===== src/hdl/rzs_fifo.sv =====
// small register queue with push/full and pop/empty sides
// no dependencies
module rzs_fifo #(
  parameter int WIDTH = 8,
  parameter int DEPTH = 2
) (
  input  logic             clk,
  input  logic             rst_n,
  input  logic             push,
  input  logic [WIDTH-1:0] wr_data,
  output logic             full,
  input  logic             pop,
  output logic [WIDTH-1:0] rd_data,
  output logic             empty
);

  localparam int AW = $clog2(DEPTH);

  logic [WIDTH-1:0] mem_r [DEPTH];
  logic [AW:0]      wp_r, wp_nxt;
  logic [AW:0]      rp_r, rp_nxt;
  logic             do_push, do_pop;

  assign empty   = (wp_r == rp_r);
  assign full    = (wp_r[AW] != rp_r[AW]) && (wp_r[AW-1:0] == rp_r[AW-1:0]);
  assign do_push = push && !full;
  assign do_pop  = pop && !empty;
  assign wp_nxt  = do_push ? wp_r + 1'b1 : wp_r;
  assign rp_nxt  = do_pop ? rp_r + 1'b1 : rp_r;
  assign rd_data = mem_r[rp_r[AW-1:0]];

  always_ff @(posedge clk) begin
    if (!rst_n) begin
      wp_r <= '0;
      rp_r <= '0;
    end else begin
      wp_r <= wp_nxt;
      rp_r <= rp_nxt;
    end
  end

  always_ff @(posedge clk) begin
    if (do_push) begin
      mem_r[wp_r[AW-1:0]] <= wr_data;
    end
  end

endmodule


===== config.mk =====
export PLATFORM = sky130hd
export DESIGN_NAME = rzs_fifo
export DESIGN_NICKNAME = d
export VERILOG_FILES = /design/src/hdl/rzs_fifo.sv
export SDC_FILE = /design/constraint.sdc
export NUM_CORES = 1
export LEC_CHECK = 0
export ABC_AREA = 1
export BUFFER_PORTS_ARGS = -buffer_cell sky130_fd_sc_hd__buf_4
export CAP_MARGIN = 20
export CORE_ASPECT_RATIO = 1.2
export CORE_MARGIN = 2
export CORE_UTILIZATION = 49
export DETAILED_ROUTE_END_ITERATION = 8
export GPL_TIMING_DRIVEN = 1
export PLACE_DENSITY = 0.85
export SLEW_MARGIN = 20
export SYNTH_ARGS = -nofsm -noshare
export SYNTH_HDL_FRONTEND = slang
export SYNTH_SLANG_ARGS = --single-unit

===== constraint.sdc =====
create_clock -name clk -period 1.54 [get_ports clk]
set_input_delay 0.077 -clock clk [delete_from_list [all_inputs] [get_ports clk]]
set_output_delay 0.077 -clock clk [all_outputs]
set_load 0.1 [all_outputs]

==> flow_summary.json <==
{
  "h-tree-depth": 1,
  "period_share_pct": 91.6,
  "setup_viol": 0,
  "via_count": 581,
  "hold_end": "rp_r[1]",
  "slew_viol_final": 0,
  "setup_slack_ps": 130,
  "worstRegToRegCells": 6,
  "yosysSeqAreaShare_pct": 68.5,
  "crit_type": "reg -> out",
  "fp.dieH_um": 49.5,
  "overflow": 0,
  "crit_required_ps": 1460,
  "numCtsBuffers": 3,
  "ys_ff_latch": 21,
  "r2r_start": "rp_r[1]",
  "wl_um": 1390,
  "yosysUniqueCellTypes": 10,
  "arrival_ps": 1330,
  "ys_warn_count": 0,
  "grt_pass1_vias": 574,
  "leakagePower_uw": 0.000495,
  "design_area_sq_um": 1140,
  "tritoncts": "yes",
  "r2r-end": "mem_r[1][2]",
  "synthesis.nets": 83,
  "place_congestion": 0.714,
  "placed_area_sq_um": 1030,
  "clock_path_buffers": 2,
  "grt_pass1_wl_um": 2390,
  "mostFrequentLayoutCells": "buf_4, nand2_1, edfxtp_1, inv_1",
  "drive_gt1_share_pct": 36.5,
  "grt.total_usage_pct": 15.1,
  "period_needed_ps": 1410,
  "wl_per_cell_um": 11.4,
  "fin_nets": 117,
  "syn_to_final_growth_pct": 34.3,
  "dp.cells": 110,
  "max_stage_delay_ps": 440,
  "synthCells": 71,
  "io_buffers": 21,
  "critPathSlowestCell": "dfxtp_2",
  "fin_skew_ps": 7.88,
  "syn-cell-area_sq_um": 847,
  "crit_fanout": 8,
  "drt_iter0_drc": 9,
  "hold_class": "in -> reg",
  "path_cells": "mux2_2 > buf_4",
  "finalNonFillerCells": 122,
  "synth_area_leaders": "edfxtp_1, dfxtp_1, mux2_2",
  "antenna_found_initial": 0,
  "yosysTopAreaCellShare_pct": 56.7,
  "layout_commonest_cell": "buf_4",
  "rsz0062_at_grt": "false",
  "worstSkewPairLatency_ps": 290,
  "antenna_cells": 0,
  "start_kind": "flop",
  "yosysTopAreaCell": "edfxtp_1",
  "grt_max_degree": 12,
  "p_per_area_nw_per_um2": 1280,
  "fp-row-count": 16,
  "clockRootBuffer": "clkbuf_4",
  "worstHoldPathCells": 3,
  "ant_nets": 0,
  "tightest_slew_ps": 303,
  "core_area_sq_um": 1620,
  "reg2reg_slack_ps": 190,
  "nFillCells": 123,
  "dr.pass1.iters": 4,
  "dpl_worst_slack_ps": 210,
  "avgSynthCellArea_sq_um": 11.9,
  "hold_violations": 0,
  "endpoint_kind": "output pin",
  "routed_via_density": 4.76,
  "drc_errors": 0,
  "relSlewSlack_pct": 79.8,
  "min-delay-start": "rst_n",
  "hpwl_um": 1030,
  "status": "complete, no violations",
  "maxCapViolCount": 0,
  "numClockSinks": 21,
  "ir_drop_v": 0.000845,
  "path_clk_slew_ps": 110,
  "tns_ps": 0,
  "die_width_um": 42.0,
  "ios": 22,
  "initial_core_util_pct": 52.2,
  "die_area_sq_um": 2080,
  "max_freq_mhz": 709
}
[cell usage after synthesis (all sizes together)]
master	instances
nand2	20
nor2	6
dfxtp	5
mux2	8
edfxtp	16
inv	9
nand3	2
a21oi	4
buf	1
[sequential cells by signal (all words and copies together), names as in the netlist, named ones only]
register	flops
rp_r	2
wp_r	2
mem_r	16
[metal layers]
| layer | vias up | wire, um | track usage, % |
|---|---|---|---|
| li1 | 303 | - | - |
| met1 | 260 | 616 | 18.5 |
| met2 | 18 | 698 | 27.9 |
| met3 | 0 | 75 | 2.20 |
| met4 | 0 | 0 | 3.23 |
| met5 | - | 0 | 0 |
[critical path, delay by kind of cell (launching register included)]
| family | cells | cell delay [ps] |
|---|---|---|
| muxes | 1 | 360 |
| DFF | 1 | 440 |
| buffers and inverters | 1 | 230 |
[layout make-up]
type                    count  area (sq um)  area share, %
multi-input cells          40           228           20.0
well taps                  18          22.5           1.98
flip-flops and latches     21           582           51.2
inverters                   9          33.8           2.97
clock buffers               4          26.3           2.31
repair buffers             30           245           21.6
[repair_timing]
item,CTS,global route
endpoints found under the setup margin,8,0
hold buffers,8,0
resized for setup,1,0
buffers inserted,0,0
hold endpoints to repair,16,0
[through the flow]
step / hold WS [ps] / total power (uW) / utilization (%)
floorplan: 176 / 1100 / -
global placement: 264 / 1200 / 63.5
detailed placement: 265 / 1210 / 63.5
CTS: 32.8 / 1470 / 70.1
global route: 36.2 / 1520 / 70.1
finish: 37.2 / 1460 / 70.1
[cells by family after synthesis]
group           count (synthesis)  synth area share (%)
flops                          21                  68.5
mux                             8                  10.6
simple gates                   28                  13.9
compound gates                  4                  2.36
buf+inv                        10                  4.58
[worst max path at each step]
stage,cells past startpoint,from,end
4_1_cts,2,flop,rd_data[5]
3_5_place_dp,6,rp_r[1],mem_r[1][1]
2_1_floorplan,6,rp_r[1],mem_r[0][0]
3_3_place_gp,6,wp_r[0],mem_r[1][7]
5_1_grt,5,wp_r[0],full
6_report,2,flop,rd_data[5]
[power breakdown]
part           internal, uW  switching, uW  total, uW
registers               659           28.2        687
clock network           100            143        243
logic                   139            387        526
total                   899            558       1460
Power figures use the tool's default switching activity.
