$ cat src/hdl/rzs_pkg.sv
// package for the rolling z-score spread classifier
// word layouts, class codes and fixed field widths; no dependencies
package rzs_pkg;

  localparam int PRICE_W  = 24;
  localparam int SPREAD_W = 25;
  localparam int SQ_W     = 48;
  localparam int CNT_W    = 32;
  localparam int CLASS_W  = 3;

  typedef enum logic [CLASS_W-1:0] {
    CLS_WARMUP = 3'd0,
    CLS_LONG   = 3'd1,
    CLS_SHORT  = 3'd2,
    CLS_CLOSE  = 3'd3,
    CLS_NONE   = 3'd4
  } sig_class_t;

  typedef struct packed {
    logic signed [SPREAD_W-1:0] spread;
    logic [SQ_W-1:0]            square;
  } spread_word_t;

  typedef struct packed {
    sig_class_t       cls;
    logic [CNT_W-1:0] long_cnt;
    logic [CNT_W-1:0] short_cnt;
    logic [CNT_W-1:0] close_cnt;
    logic [CNT_W-1:0] none_cnt;
  } result_word_t;

endpackage

$ cat src/hdl/rzs_front.sv
// front end: takes price pairs, forms the spread and its square
// depends on rzs_pkg
module rzs_front
  import rzs_pkg::*;
(
  input  logic               clk,
  input  logic               rst_n,
  input  logic               push,
  output logic               full,
  input  logic [PRICE_W-1:0] price_first,
  input  logic [PRICE_W-1:0] price_second,
  input  logic               q_full,
  output logic               q_push,
  output spread_word_t       q_word
);

  logic                       v1_r, v2_r;
  logic signed [SPREAD_W-1:0] spread_r;
  spread_word_t               word_r;
  logic                       adv1, adv2;
  logic signed [SPREAD_W-1:0] diff;
  logic [PRICE_W-1:0]         mag;

  assign adv2   = !v2_r || !q_full;
  assign adv1   = !v1_r || adv2;
  assign full   = !adv1;
  assign q_push = v2_r && !q_full;
  assign q_word = word_r;

  assign diff = $signed({1'b0, price_first}) - $signed({1'b0, price_second});
  assign mag  = spread_r[SPREAD_W-1] ? PRICE_W'(-spread_r) : PRICE_W'(spread_r);

  always_ff @(posedge clk) begin
    if (!rst_n) begin
      v1_r <= 1'b0;
      v2_r <= 1'b0;
    end else begin
      if (adv1) begin
        v1_r <= push;
      end
      if (adv2) begin
        v2_r <= v1_r;
      end
    end
  end

  always_ff @(posedge clk) begin
    if (adv1 && push) begin
      spread_r <= diff;
    end
    if (adv2 && v1_r) begin
      word_r.spread <= spread_r;
      word_r.square <= SQ_W'(mag) * SQ_W'(mag);
    end
  end

endmodule

$ cat config.mk
export PLATFORM = sky130hd
export DESIGN_NAME = rzs_front
export DESIGN_NICKNAME = d
export VERILOG_FILES = /design/src/hdl/rzs_pkg.sv /design/src/hdl/rzs_front.sv
export SDC_FILE = /design/constraint.sdc
export NUM_CORES = 1
export LEC_CHECK = 0
export BUFFER_PORTS_ARGS = -buffer_cell sky130_fd_sc_hd__buf_2
export CELL_PAD_IN_SITES_DETAIL_PLACEMENT = 1
export CELL_PAD_IN_SITES_GLOBAL_PLACEMENT = 2
export CORE_ASPECT_RATIO = 0.8
export CORE_MARGIN = 3
export CORE_UTILIZATION = 44
export DETAILED_ROUTE_END_ITERATION = 8
export GPL_TIMING_DRIVEN = 1
export PLACE_DENSITY = 0.94
export SYNTH_ARGS = -nofsm -noshare
export SYNTH_HDL_FRONTEND = slang
export SYNTH_SLANG_ARGS = --single-unit
$ cat constraint.sdc
create_clock -name clk -period 28.7 [get_ports clk]
set_input_delay 2.87 -clock clk [delete_from_list [all_inputs] [get_ports clk]]
set_output_delay 2.87 -clock clk [all_outputs]
set_load 0.01 [all_outputs]
==> run_results.csv <==
group,metric,value,unit
critical_path,crit_path_end_kind,"flop",
routing,wl_per_cell,22.9,µm
critical_path,critPathKind,"flop to flop",
min_path,min_delay_worst_endpoint,"v2_r$_SDFFE_PN0P_",
critical_path,ff2ff_path_depth,27,
floorplanning,initial_utilization,45.1,%
clock_tree,clk_pin_slew,0.08,ns
min_path,hold_start,"v1_r$_SDFFE_PN0N_",
clock_tree,clockBufferDepth,2,
floorplanning,num_rows,70,
placed_design,portBuffers,125,
placed_design,dp.cells,2877,
yosys,synth_nets,2848,
routing,wl,66.3,mm
critical_path,slowest_delay,1.02,ns
clock_tree,cts_buffers,9,
global_routing,grt_pass1_wl,104,mm
clock_tree,post_cts_resized,0,
clock_tree,cts_tree,"done",
timing,finalSetupTns,0,ns
placed_design,dp_hpwl,55.3,mm
layout,stdcell_area,0.0225,mm²
job,drv_cap,0,
critical_path,worst-endpoint-arrival,11.62,ns
clock_tree,ctsHoldBuffers,0,
critical_path,crit_path_start_kind,"flop",
floorplanning,coreArea,0.0462,mm²
critical_path,cp_max_fo,17,
clock_tree,clock_sinks,98,
yosys,async_reset_ff_share,0,%
floorplanning,dieArea,0.0500,mm²
critical_path,cp_slowest_cell,"nor4b_1",
placed_design,gp_congestion,0.916,
timing,worst_pin_slew,1.17,ns
clock_tree,root_buffer,"clkbuf_16",
routing,vias,15500,
clock_tree,cts_setup_buffers,0,
timing,relSlewSlack,20.6,%
yosys,synth_ff_type,"edfxtp_1",
routing,drcViolationCount,0,
global_routing,grt_pass1_vias,18000,
critical_path,r2r-end,"q_word[47]$_DFFE_PP_",
critical_path,r2r-start,"spread_r[0]$_DFFE_PP_",
critical_path,cp.required,28.83,ns
floorplanning,die_y,201,µm
critical_path,cp_common_cell,"fa_1",
layout,drive_gt1_share,8.72,%
critical_path,critPathTopFamily,"adder cells",
timing,rsz0062_at_grt,"no",
layout,num_antenna_cells,0,
routing,dr.pass1.iters,5,
yosys,syn_area,0.0208,mm²
yosys,postSynthCellCount,2178,
timing,slew_violations,0,
timing,hold_viol_final,0,
timing,timing.fmax,87.0,MHz
global_routing,grt_max_degree,43,
global_routing,grt-ovfl-total,0,
clock_tree,cts.htree.levels,3,
layout,layout.nets,2946,
routing,viasPerCell,5.36,
yosys,ys_ff_latch,98,
layout,num-fill-cells,5355,
global_routing,track_usage,27.3,%
floorplanning,io_pins,127,
layout,area_growth,7.87,%
timing,period_needed,11.49,ns
timing,setup_viol,0,
floorplanning,die_w,249,µm
critical_path,reg2reg_slack,17.21,ns
run_status,status,"finished, final reports clean",
layout,fin_cells,2893,
timing,post-route-period-util,40.0,%
yosys,yosysSeqAreaShare,14.0,%
min_path,hold_path.class,"flop to flop",
routing,drt_iter0_drc,1076,
yosys,avgSynthCellArea,9.57,µm²
critical_path,cp.buffers_inverters,5,
yosys,synth_edf_count,96,
timing,fin_hold_ws,0.525,ns
placed_design,place_area,0.0222,mm²
timing,fin_skew,0.0174,ns
global_routing,antenna_found_initial,5,
routing,final_antenna_net_count,0,
yosys,ys_warn_count,0,
min_path,hold_depth,2,
clock_tree,insertion_delay,0.40,ns
yosys,synth.distinct_cells,71,
==> worst min-delay path: cells and delay by family, from the launching register on <==
kind / cells / cell delay (ns)
and+or+nand+nor: 1 / 0.09
AOI/OAI and AO/OA: 1 / 0.05
DFF: 1 / 0.35
==> placed cells by master, fill, tap and decap left out, types with 6 or more instances in the layout <==
cell type / Yosys / final
inv_1: 606 / 606
fa_1: 424 / 424
ha_1: 194 / 194
nand2_1: 192 / 192
nor2_1: 170 / 170
buf_2: 12 / 125
edfxtp_1: 96 / 96
a21oi_1: 69 / 69
xnor2_1: 54 / 52
o21ai_0: 41 / 41
xor2_1: 34 / 33
a21o_1: 24 / 24
buf_4: 6 / 22
nand4_1: 16 / 16
o21a_1: 15 / 15
or3_1: 11 / 11
nor2b_1: 11 / 10
a211oi_1: 10 / 10
nand3_1: 9 / 9
clkbuf_16: 0 / 9
nand2b_1: 8 / 8
inv_2: 8 / 8
o31ai_1: 8 / 8
nor3_1: 8 / 8
a31oi_1: 8 / 8
o31a_1: 7 / 7
o211ai_1: 7 / 7
and3_1: 6 / 6
o21bai_1: 6 / 6
==> how the worst max path moves through the flow <==
stage,from,endpoint,slack [ns],cells past startpoint
3_3_place_gp,spread_r[0]$_DFFE_PP_,q_word[47]$_DFFE_PP_,18.04,25
3_5_place_dp,spread_r[0]$_DFFE_PP_,q_word[47]$_DFFE_PP_,17.56,26
4_1_cts,spread_r[0]$_DFFE_PP_,q_word[47]$_DFFE_PP_,17.46,27
2_1_floorplan,spread_r[0]$_DFFE_PP_,q_word[45]$_DFFE_PP_,19.69,32
6_report,spread_r[0]$_DFFE_PP_,q_word[47]$_DFFE_PP_,17.21,27
5_1_grt,spread_r[0]$_DFFE_PP_,q_word[47]$_DFFE_PP_,16.81,27
==> layout make-up <==
| cell class | instances | area [µm²] | area share, % |
|---|---|---|---|
| inverter | 616 | 2310 | 10.3 |
| tap | 612 | 766 | 3.41 |
| timing repair buffer | 147 | 791 | 3.52 |
| clock inverter | 6 | 78.8 | 0.351 |
| multi-input combinational | 1404 | 15400 | 68.4 |
| clock buffer | 10 | 239 | 1.06 |
| sequential | 98 | 2920 | 13.0 |
==> routing by layer <==
metal / track usage (%) / wire [µm] / up-vias / share of wire, %
met5: 0 / 34 / - / 0.051
met4: 8.35 / 2100 / 6 / 3.2
met3: 7.09 / 5080 / 129 / 7.7
met2: 44.4 / 30900 / 523 / 47
met1: 35.9 / 28200 / 8055 / 43
li1: - / - / 6795 / -
==> cell families (layout without fill, tap and decap cells) <==
group	Yosys count	after routing	share of synthesized area, %
DFF	98	98	14.0
AOI/OAI and AO/OA	232	232	7.27
muxes	2	2	0.108
adders and majority gates	618	618	52.4
xor gates and xnor gates	94	94	4.33
buffers and inverters	676	779	12.4
and+or+nand+nor	457	457	9.46
other	1	1	0.0180
==> synthesized netlist by cell type, types with 9 or more instances <==
library cell	count	share of area (%)
fa_1	424	41
nor2_1	170	3.1
nand4_1	16	0.48
a21o_1	24	0.86
xnor2_1	54	2.3
a211oi_1	10	0.36
clkbuf_1	39	0.70
a21oi_1	69	1.7
nand3_1	9	0.22
ha_1	194	12
o21a_1	15	0.54
nand2_1	192	3.5
or3_1	11	0.33
buf_2	12	0.29
edfxtp_1	96	14
o21ai_0	41	0.98
nor2b_1	11	0.33
inv_1	606	11
xor2_1	34	1.4
==> flip-flops by register name, indices dropped and copies added (netlist names) <==
signal,count
q_word,71
spread_r,25
v1_r,1
v2_r,1
==> per-stage QoR <==
stage | worst slack [ns] | utilization (%)
after floorplan | 19.69 | -
after global placement | 18.04 | 47.9
after detailed placement | 17.56 | 47.9
after CTS | 17.46 | 48.6
after global routing | 16.81 | 48.6
final | 17.21 | 48.6
Power is left out: the tool's default activity adds up to more than one toggle a clock period on the data nets, which glitch-free logic cannot reach.
