File: src/hdl/rzs_pkg.sv
// package for the rolling z-score spread classifier
// word layouts, class codes and fixed field widths; no dependencies
package rzs_pkg;

  localparam int PRICE_W  = 24;
  localparam int SPREAD_W = 25;
  localparam int SQ_W     = 48;
  localparam int CNT_W    = 32;
  localparam int CLASS_W  = 3;

  typedef enum logic [CLASS_W-1:0] {
    CLS_WARMUP = 3'd0,
    CLS_LONG   = 3'd1,
    CLS_SHORT  = 3'd2,
    CLS_CLOSE  = 3'd3,
    CLS_NONE   = 3'd4
  } sig_class_t;

  typedef struct packed {
    logic signed [SPREAD_W-1:0] spread;
    logic [SQ_W-1:0]            square;
  } spread_word_t;

  typedef struct packed {
    sig_class_t       cls;
    logic [CNT_W-1:0] long_cnt;
    logic [CNT_W-1:0] short_cnt;
    logic [CNT_W-1:0] close_cnt;
    logic [CNT_W-1:0] none_cnt;
  } result_word_t;

endpackage

File: src/hdl/rzs_ram.sv
// generic single-write, single-read ram with registered read data
// no dependencies
module rzs_ram #(
  parameter int WIDTH = 8,
  parameter int DEPTH = 8
) (
  input  logic                     clk,
  input  logic                     wr_en,
  input  logic [$clog2(DEPTH)-1:0] wr_addr,
  input  logic [WIDTH-1:0]         wr_data,
  input  logic                     rd_en,
  input  logic [$clog2(DEPTH)-1:0] rd_addr,
  output logic [WIDTH-1:0]         rd_data
);

  logic [WIDTH-1:0] mem_r [DEPTH];
  logic [WIDTH-1:0] rd_data_r;

  always_ff @(posedge clk) begin
    if (wr_en) begin
      mem_r[wr_addr] <= wr_data;
    end
    if (rd_en) begin
      rd_data_r <= mem_r[rd_addr];
    end
  end

  assign rd_data = rd_data_r;

endmodule

File: src/hdl/rzs_back.sv
// back end: window statistics, squaring sequencer, scoring and counters
// depends on rzs_pkg and rzs_ram
module rzs_back
  import rzs_pkg::*;
#(
  parameter int WINDOW = 8
) (
  input  logic         clk,
  input  logic         rst_n,
  input  logic         q_empty,
  output logic         q_pop,
  input  spread_word_t q_word,
  input  logic         res_full,
  output logic         res_push,
  output result_word_t res_word
);

  localparam int LW    = $clog2(WINDOW);
  localparam int FW    = $clog2(WINDOW + 1);
  localparam int S1_W  = SPREAD_W + LW;
  localparam int S2_W  = SQ_W + LW;
  localparam int D_W   = SPREAD_W + LW + 1;
  localparam int M_W   = SPREAD_W + LW;
  localparam int P_W   = 2 * M_W;
  localparam int NS2_W = SQ_W + 2 * LW;
  localparam int C_W   = P_W + 5;
  localparam logic signed [D_W-1:0] N_D  = D_W'(WINDOW);
  localparam logic [NS2_W-1:0]      N_S2 = NS2_W'(WINDOW);
  localparam logic [FW-1:0]         N_F  = FW'(WINDOW);
  localparam logic [LW-1:0]         WP_LAST = LW'(WINDOW - 1);

  typedef enum logic [3:0] {
    ST_IDLE  = 4'b0001,
    ST_SQ_D  = 4'b0010,
    ST_SQ_S1 = 4'b0100,
    ST_FIN   = 4'b1000
  } back_state_t;

  back_state_t                st_r, st_nxt;
  logic signed [S1_W-1:0]     s1_r, s1_nxt;
  logic [S2_W-1:0]            s2_r, s2_nxt;
  logic [LW-1:0]              wp_r, wp_nxt;
  logic [FW-1:0]              fill_r, fill_nxt;
  logic [CNT_W-1:0]           cnt_r [4];
  logic [CNT_W-1:0]           cnt_nxt [4];

  logic signed [SPREAD_W-1:0] x_r;
  logic [SQ_W-1:0]            xsq_r;
  logic signed [D_W-1:0]      d_r;
  logic [NS2_W-1:0]           ns2_r;
  logic [P_W-1:0]             prod_r, d2_r;
  logic [C_W-1:0]             d25_r;

  logic                       start, win_full;
  logic signed [D_W-1:0]      nx, d_new;
  logic [M_W-1:0]             d_mag, s1_mag, mul_op;
  logic [P_W-1:0]             mul_res, ns2_ext, v;
  logic                       hot, calm, d_pos, d_neg;
  sig_class_t                 cls;
  logic [3:0]                 hit;
  logic [SPREAD_W+SQ_W-1:0]   ram_rdata;
  spread_word_t               old_w;

  rzs_ram #(
    .WIDTH (SPREAD_W + SQ_W),
    .DEPTH (WINDOW)
  ) u_hist (
    .clk     (clk),
    .wr_en   (st_r == ST_FIN),
    .wr_addr (wp_r),
    .wr_data ({x_r, xsq_r}),
    .rd_en   (start),
    .rd_addr (wp_r),
    .rd_data (ram_rdata)
  );

  assign old_w = spread_word_t'(ram_rdata);

  assign start    = (st_r == ST_IDLE) && !q_empty && !res_full;
  assign q_pop    = start;
  assign win_full = (fill_r == N_F);

  // d = n*x - s1
  assign nx    = D_W'(q_word.spread) * N_D;
  assign d_new = nx - D_W'(s1_r);

  assign d_mag   = d_r[D_W-1] ? M_W'(-d_r) : M_W'(d_r);
  assign s1_mag  = s1_r[S1_W-1] ? M_W'(-s1_r) : M_W'(s1_r);
  assign mul_op  = (st_r == ST_SQ_S1) ? s1_mag : d_mag;
  assign mul_res = P_W'(mul_op) * P_W'(mul_op);

  // v = n*s2 - s1^2, clamped at zero
  assign ns2_ext = P_W'(ns2_r);
  assign v       = (ns2_ext < prod_r) ? '0 : ns2_ext - prod_r;
  assign hot     = v < d2_r;
  assign calm    = d25_r < (C_W'(v) << 4);
  assign d_neg   = d_r[D_W-1];
  assign d_pos   = !d_r[D_W-1] && (d_r != '0);

  always_comb begin
    if (!win_full) begin
      cls = CLS_WARMUP;
    end else if (d_pos && hot) begin
      cls = CLS_LONG;
    end else if (d_neg && hot) begin
      cls = CLS_SHORT;
    end else if (calm) begin
      cls = CLS_CLOSE;
    end else begin
      cls = CLS_NONE;
    end
  end

  assign hit = {cls == CLS_NONE, cls == CLS_CLOSE, cls == CLS_SHORT, cls == CLS_LONG};

  always_comb begin
    st_nxt   = st_r;
    s1_nxt   = s1_r;
    s2_nxt   = s2_r;
    wp_nxt   = wp_r;
    fill_nxt = fill_r;
    for (int k = 0; k < 4; k++) begin
      cnt_nxt[k] = cnt_r[k];
    end
    case (st_r)
      ST_IDLE: begin
        if (start) begin
          st_nxt = ST_SQ_D;
        end
      end
      ST_SQ_D: begin
        st_nxt = ST_SQ_S1;
      end
      ST_SQ_S1: begin
        st_nxt = ST_FIN;
      end
      ST_FIN: begin
        st_nxt = ST_IDLE;
        if (win_full) begin
          s1_nxt = s1_r + S1_W'(x_r) - S1_W'(old_w.spread);
          s2_nxt = s2_r + S2_W'(xsq_r) - S2_W'(old_w.square);
          for (int k = 0; k < 4; k++) begin
            if (hit[k] && (cnt_r[k] != '1)) begin
              cnt_nxt[k] = cnt_r[k] + 1'b1;
            end
          end
        end else begin
          s1_nxt   = s1_r + S1_W'(x_r);
          s2_nxt   = s2_r + S2_W'(xsq_r);
          fill_nxt = fill_r + 1'b1;
        end
        wp_nxt = (wp_r == WP_LAST) ? '0 : wp_r + 1'b1;
      end
      default: begin
        st_nxt = ST_IDLE;
      end
    endcase
  end

  always_ff @(posedge clk) begin
    if (!rst_n) begin
      st_r   <= ST_IDLE;
      s1_r   <= '0;
      s2_r   <= '0;
      wp_r   <= '0;
      fill_r <= '0;
      for (int k = 0; k < 4; k++) begin
        cnt_r[k] <= '0;
      end
    end else begin
      st_r   <= st_nxt;
      s1_r   <= s1_nxt;
      s2_r   <= s2_nxt;
      wp_r   <= wp_nxt;
      fill_r <= fill_nxt;
      for (int k = 0; k < 4; k++) begin
        cnt_r[k] <= cnt_nxt[k];
      end
    end
  end

  always_ff @(posedge clk) begin
    if (start) begin
      x_r   <= q_word.spread;
      xsq_r <= q_word.square;
      d_r   <= d_new;
      ns2_r <= NS2_W'(s2_r) * N_S2;
    end
    if (st_r == ST_SQ_D || st_r == ST_SQ_S1) begin
      prod_r <= mul_res;
    end
    if (st_r == ST_SQ_S1) begin
      d2_r  <= prod_r;
      d25_r <= (C_W'(prod_r) << 4) + (C_W'(prod_r) << 3) + C_W'(prod_r);
    end
  end

  assign res_push           = (st_r == ST_FIN);
  assign res_word.cls       = cls;
  assign res_word.long_cnt  = cnt_nxt[0];
  assign res_word.short_cnt = cnt_nxt[1];
  assign res_word.close_cnt = cnt_nxt[2];
  assign res_word.none_cnt  = cnt_nxt[3];

`ifndef SYNTHESIS
  a_fill_bound: assert property (@(posedge clk) disable iff (!rst_n)
    fill_r <= N_F)
    else $error("fill level beyond window");

  a_wp_bound: assert property (@(posedge clk) disable iff (!rst_n)
    wp_r <= WP_LAST)
    else $error("write pointer beyond window");

  a_res_room: assert property (@(posedge clk) disable iff (!rst_n)
    res_push |-> !res_full)
    else $error("result word pushed into full queue");

  a_long_mono: assert property (@(posedge clk) disable iff (!rst_n)
    $past(rst_n) |-> cnt_r[0] >= $past(cnt_r[0]))
    else $error("long counter went down");

  a_warm_class: assert property (@(posedge clk) disable iff (!rst_n)
    (res_push && !win_full) |=> $stable(cnt_r[3]) && $stable(cnt_r[0]))
    else $error("warm-up word changed a counter");
`endif

endmodule

File: config.mk
export PLATFORM = sky130hd
export DESIGN_NAME = rzs_back
export DESIGN_NICKNAME = d
export VERILOG_FILES = /design/src/hdl/rzs_pkg.sv /design/src/hdl/rzs_ram.sv /design/src/hdl/rzs_back.sv
export SDC_FILE = /design/constraint.sdc
export NUM_CORES = 2
export LEC_CHECK = 0
export BUFFER_PORTS_ARGS = -buffer_cell sky130_fd_sc_hd__buf_2
export CAP_MARGIN = 10
export CORE_MARGIN = 2
export CORE_UTILIZATION = 55
export DETAILED_ROUTE_END_ITERATION = 8
export PLACE_DENSITY = 0.8
export SKIP_LAST_GASP = 1
export SYNTH_ARGS = -nofsm -noshare
export SYNTH_HDL_FRONTEND = slang
export SYNTH_SLANG_ARGS = --single-unit
File: constraint.sdc
create_clock -name clk -period 17.7 [get_ports clk]
set_clock_uncertainty 0.1 [all_clocks]
set_input_delay 0.885 -clock clk [delete_from_list [all_inputs] [get_ports clk]]
set_output_delay 0.885 -clock clk [all_outputs]
set_load 0.01 [all_outputs]
==> results.sh <==
export IMPL_status="completed"
export IMPL_rsz0062_at_grt="no"
export IMPL_antenna_found_initial=4
export IMPL_cts_made_buffers=120
export IMPL_relSlewSlack=0.1328
export IMPL_clkSinkCount=1195
export IMPL_cts_tree="yes"
export IMPL_cp_slowest_stage_delay_ns=1.00
export IMPL_post_synth_cell_area_avg_um2=10.64
export IMPL_grt_usage=0.2890
export IMPL_drt_iter0_markers=5995
export IMPL_ys_flop_type="edfxtp_1"
export IMPL_synth_seq_cells=1195
export IMPL_hold_viol_final=0
export IMPL_finalNetCount=9470
export IMPL_async_reset_ff_frac=0
export IMPL_synth_top_family_by_area="adder cells"
export IMPL_overflow=0
export IMPL_worstReg2RegEnd="prod_r[53]"
export IMPL_cp_slowest_cell="clkinv_1"
export IMPL_worstMarginPinSlew_ns=1.295
export IMPL_drcViolationCount=0
export IMPL_root_buffer="clkbuf_16"
export IMPL_startpoint_type="flop"
export IMPL_fmax_mhz=85.55
export IMPL_synth_compound_area_frac=0.1221
export IMPL_cts_setup_buffers=0
export IMPL_grt_pass1_wl_um=352800
export IMPL_grt_max_degree=147
export IMPL_core_area_um2=152400
export IMPL_synth_top_cell_area_share=0.3465
export IMPL_fin_area_um2=91990
export IMPL_area_growth_pct=8.654
export IMPL_timing_setup_tns_ns=0
export IMPL_worst_path_max_fanout=17
export IMPL_routedWlPerCell_um=22.24
export IMPL_place_area_um2=87970
export IMPL_synth_most_common_cell="inv_1"
export IMPL_drive_above_1_share=0.06901
export IMPL_netlist_area_um2=84660
export IMPL_hpwl_um=166900
export IMPL_die_w_um=396.3
export IMPL_start_util=0.5554
export IMPL_yosysUniqueCellTypes=87
export IMPL_synthXorXnorAreaFrac=0.05078
export IMPL_grt_pass1_vias=62130
export IMPL_rows=143
export IMPL_firstDrtPassIters=6
export IMPL_timing_rr_start="s1_r[5]"
export IMPL_yosys_area_share_simple=0.1098
export IMPL_io_pins=210
export IMPL_required_ns=18.10
export IMPL_ctsResizeCount=0
export IMPL_timing_final_crit_share=0.6604
export IMPL_insertion_delay_ns=0.77
export IMPL_fin_hold_ws_ns=0.1717
export IMPL_yosys_mux_area_fraction=0.005867
export IMPL_path_class="reg2reg"
export IMPL_die_height_um=396.3
export IMPL_dp_cells=10020
export IMPL_synthTopCellsByCount="1209 x inv_1, 977 x edfxtp_1, 661 x fa_1"
export IMPL_clk_pin_slew_ns=0.07
export IMPL_viasPerCell=5.982
export IMPL_postSynthCellCount=7959
export IMPL_fillers=12140
export IMPL_maxSlewViolCount=0
export IMPL_finalNonFillerCells=10250
export IMPL_drv_cap=0
export IMPL_ys_top_cells_by_area="edfxtp_1 35%, fa_1 16%, ha_1 9.2%, inv_1 5.4%, dfxtp_1 5.2%"
export IMPL_arrival_ns=12.09
export IMPL_ant_nets=0
export IMPL_post_route_min_period_ns=11.69
export IMPL_port_buffers=209
export IMPL_critPathCapture="prod_r[53]"
export IMPL_cts_hold_buffers_added=0
export IMPL_yosys_area_share_adder=0.2481
export IMPL_r2r_cells=37
export IMPL_crit_start="s1_r[5]"
export IMPL_yosysTopAreaCell="edfxtp_1"
export IMPL_synthesis_nets=9318
export IMPL_wirelength_um=227900
export IMPL_synth_edff_count=977
export IMPL_crit_path_end_kind="flop"
export IMPL_synth_seq_area_share=0.3981
export IMPL_die_area_um2=157100
export IMPL_reg2reg_slack_ns=6.01
export IMPL_setup_violations=0
export IMPL_yosys_warnings=0
export IMPL_clk_path_buf_depth=3
export IMPL_hold_class="in2reg"
export IMPL_h_tree_depth=3
export IMPL_route_vias_total=61290
export IMPL_place_congestion=0.9635
[layout by cell type, fill, tap and decap left out, types with 74 or more instances in the layout]
master     instances
xor2_1           179
xnor2_1          310
nand4_1          148
nand2_1          628
a21o_1           238
ha_1             621
a21oi_1          378
nor3_1            81
inv_1           1207
edfxtp_1         977
nand3_1          115
clkbuf_16        123
nand2b_1          75
fa_1             661
and2_1           133
o21ai_0          225
dfxtp_1          218
buf_4             74
a22oi_1          292
buf_2            208
and3_1            88
nor2_1           441
[cell families after synthesis]
logic type | count (synthesis)
simple gates | 1918
compound gates | 1556
buf+inv | 1469
fa+ha+maj | 1282
flops | 1195
xor+xnor | 490
mux | 49
[metal layers]
layer,GRT usage,vias to the layer above,wire [um]
met2,0.4700,2961,105300
met1,0.3851,29970,91840
met5,0,-,26
li1,-,27790,-
met3,0.05474,565,20810
met4,0.1105,4,9927
[metrics by stage]
| stage | util | worst slack (ns) |
|---|---|---|
| 2_1_floorplan | - | 5.095 |
| 3_5_place_dp | 0.5771 | 6.378 |
| 4_1_cts | 0.6034 | 6.336 |
| 5_1_grt | 0.6034 | 5.481 |
| 3_3_place_gp | 0.5771 | 6.525 |
| 6_report | 0.6034 | 6.011 |
[cell type report]
| cell class | count | area (um2) | share of cell area |
|---|---|---|---|
| well taps | 2030 | 2540 | 0.02761 |
| clock buffers | 138 | 3154 | 0.03429 |
| diodes | 1 | 2.502 | 0.00002720 |
| inverters | 1216 | 4571 | 0.04969 |
| multi-input cells | 5295 | 45540 | 0.4951 |
| flip-flops and latches | 1195 | 33700 | 0.3664 |
| clock inverters | 89 | 857.1 | 0.009317 |
| repair buffers | 283 | 1617 | 0.01757 |
[how the worst min path moves through the flow]
stage,from,end,slack [ns],cells after the start
after global routing,q_word[23],xsq_r[23],0.15,1
after floorplan,s2_r[50],ns2_r[53],0.33,0
after detailed placement,s2_r[50],ns2_r[53],0.35,0
after global placement,s2_r[50],ns2_r[53],0.35,0
after CTS,q_word[27],xsq_r[27],0.13,1
final,q_word[27],xsq_r[27],0.17,1
[flip-flops by register name, indices dropped and copies added (netlist names)]
| name | count |
|---|---|
| u_hist.mem_r | 584 |
| cnt_r | 128 |
| u_hist.rd_data | 73 |
| d25_r | 57 |
| d2_r | 55 |
| prod_r | 55 |
| ns2_r | 51 |
| s2_r | 51 |
| xsq_r | 48 |
| d_r | 29 |
| s1_r | 28 |
| x_r | 25 |
| fill_r | 4 |
| st_r | 4 |
| wp_r | 3 |
[critical path, delay by kind of cell, from the launching register on]
| kind | cells | cell delay (ns) |
|---|---|---|
| buffers and inverters | 8 | 1.40 |
| AO/OA/AOI/OAI | 10 | 3.40 |
| adder cells (fa/ha/maj) | 8 | 3.87 |
| XOR/XNOR | 2 | 0.28 |
| flip-flops | 1 | 0.35 |
| AND/OR/NAND/NOR | 9 | 2.01 |
Power is not shown: default switching activity piles up to over one toggle a cycle in this logic, so the estimate is an artifact.
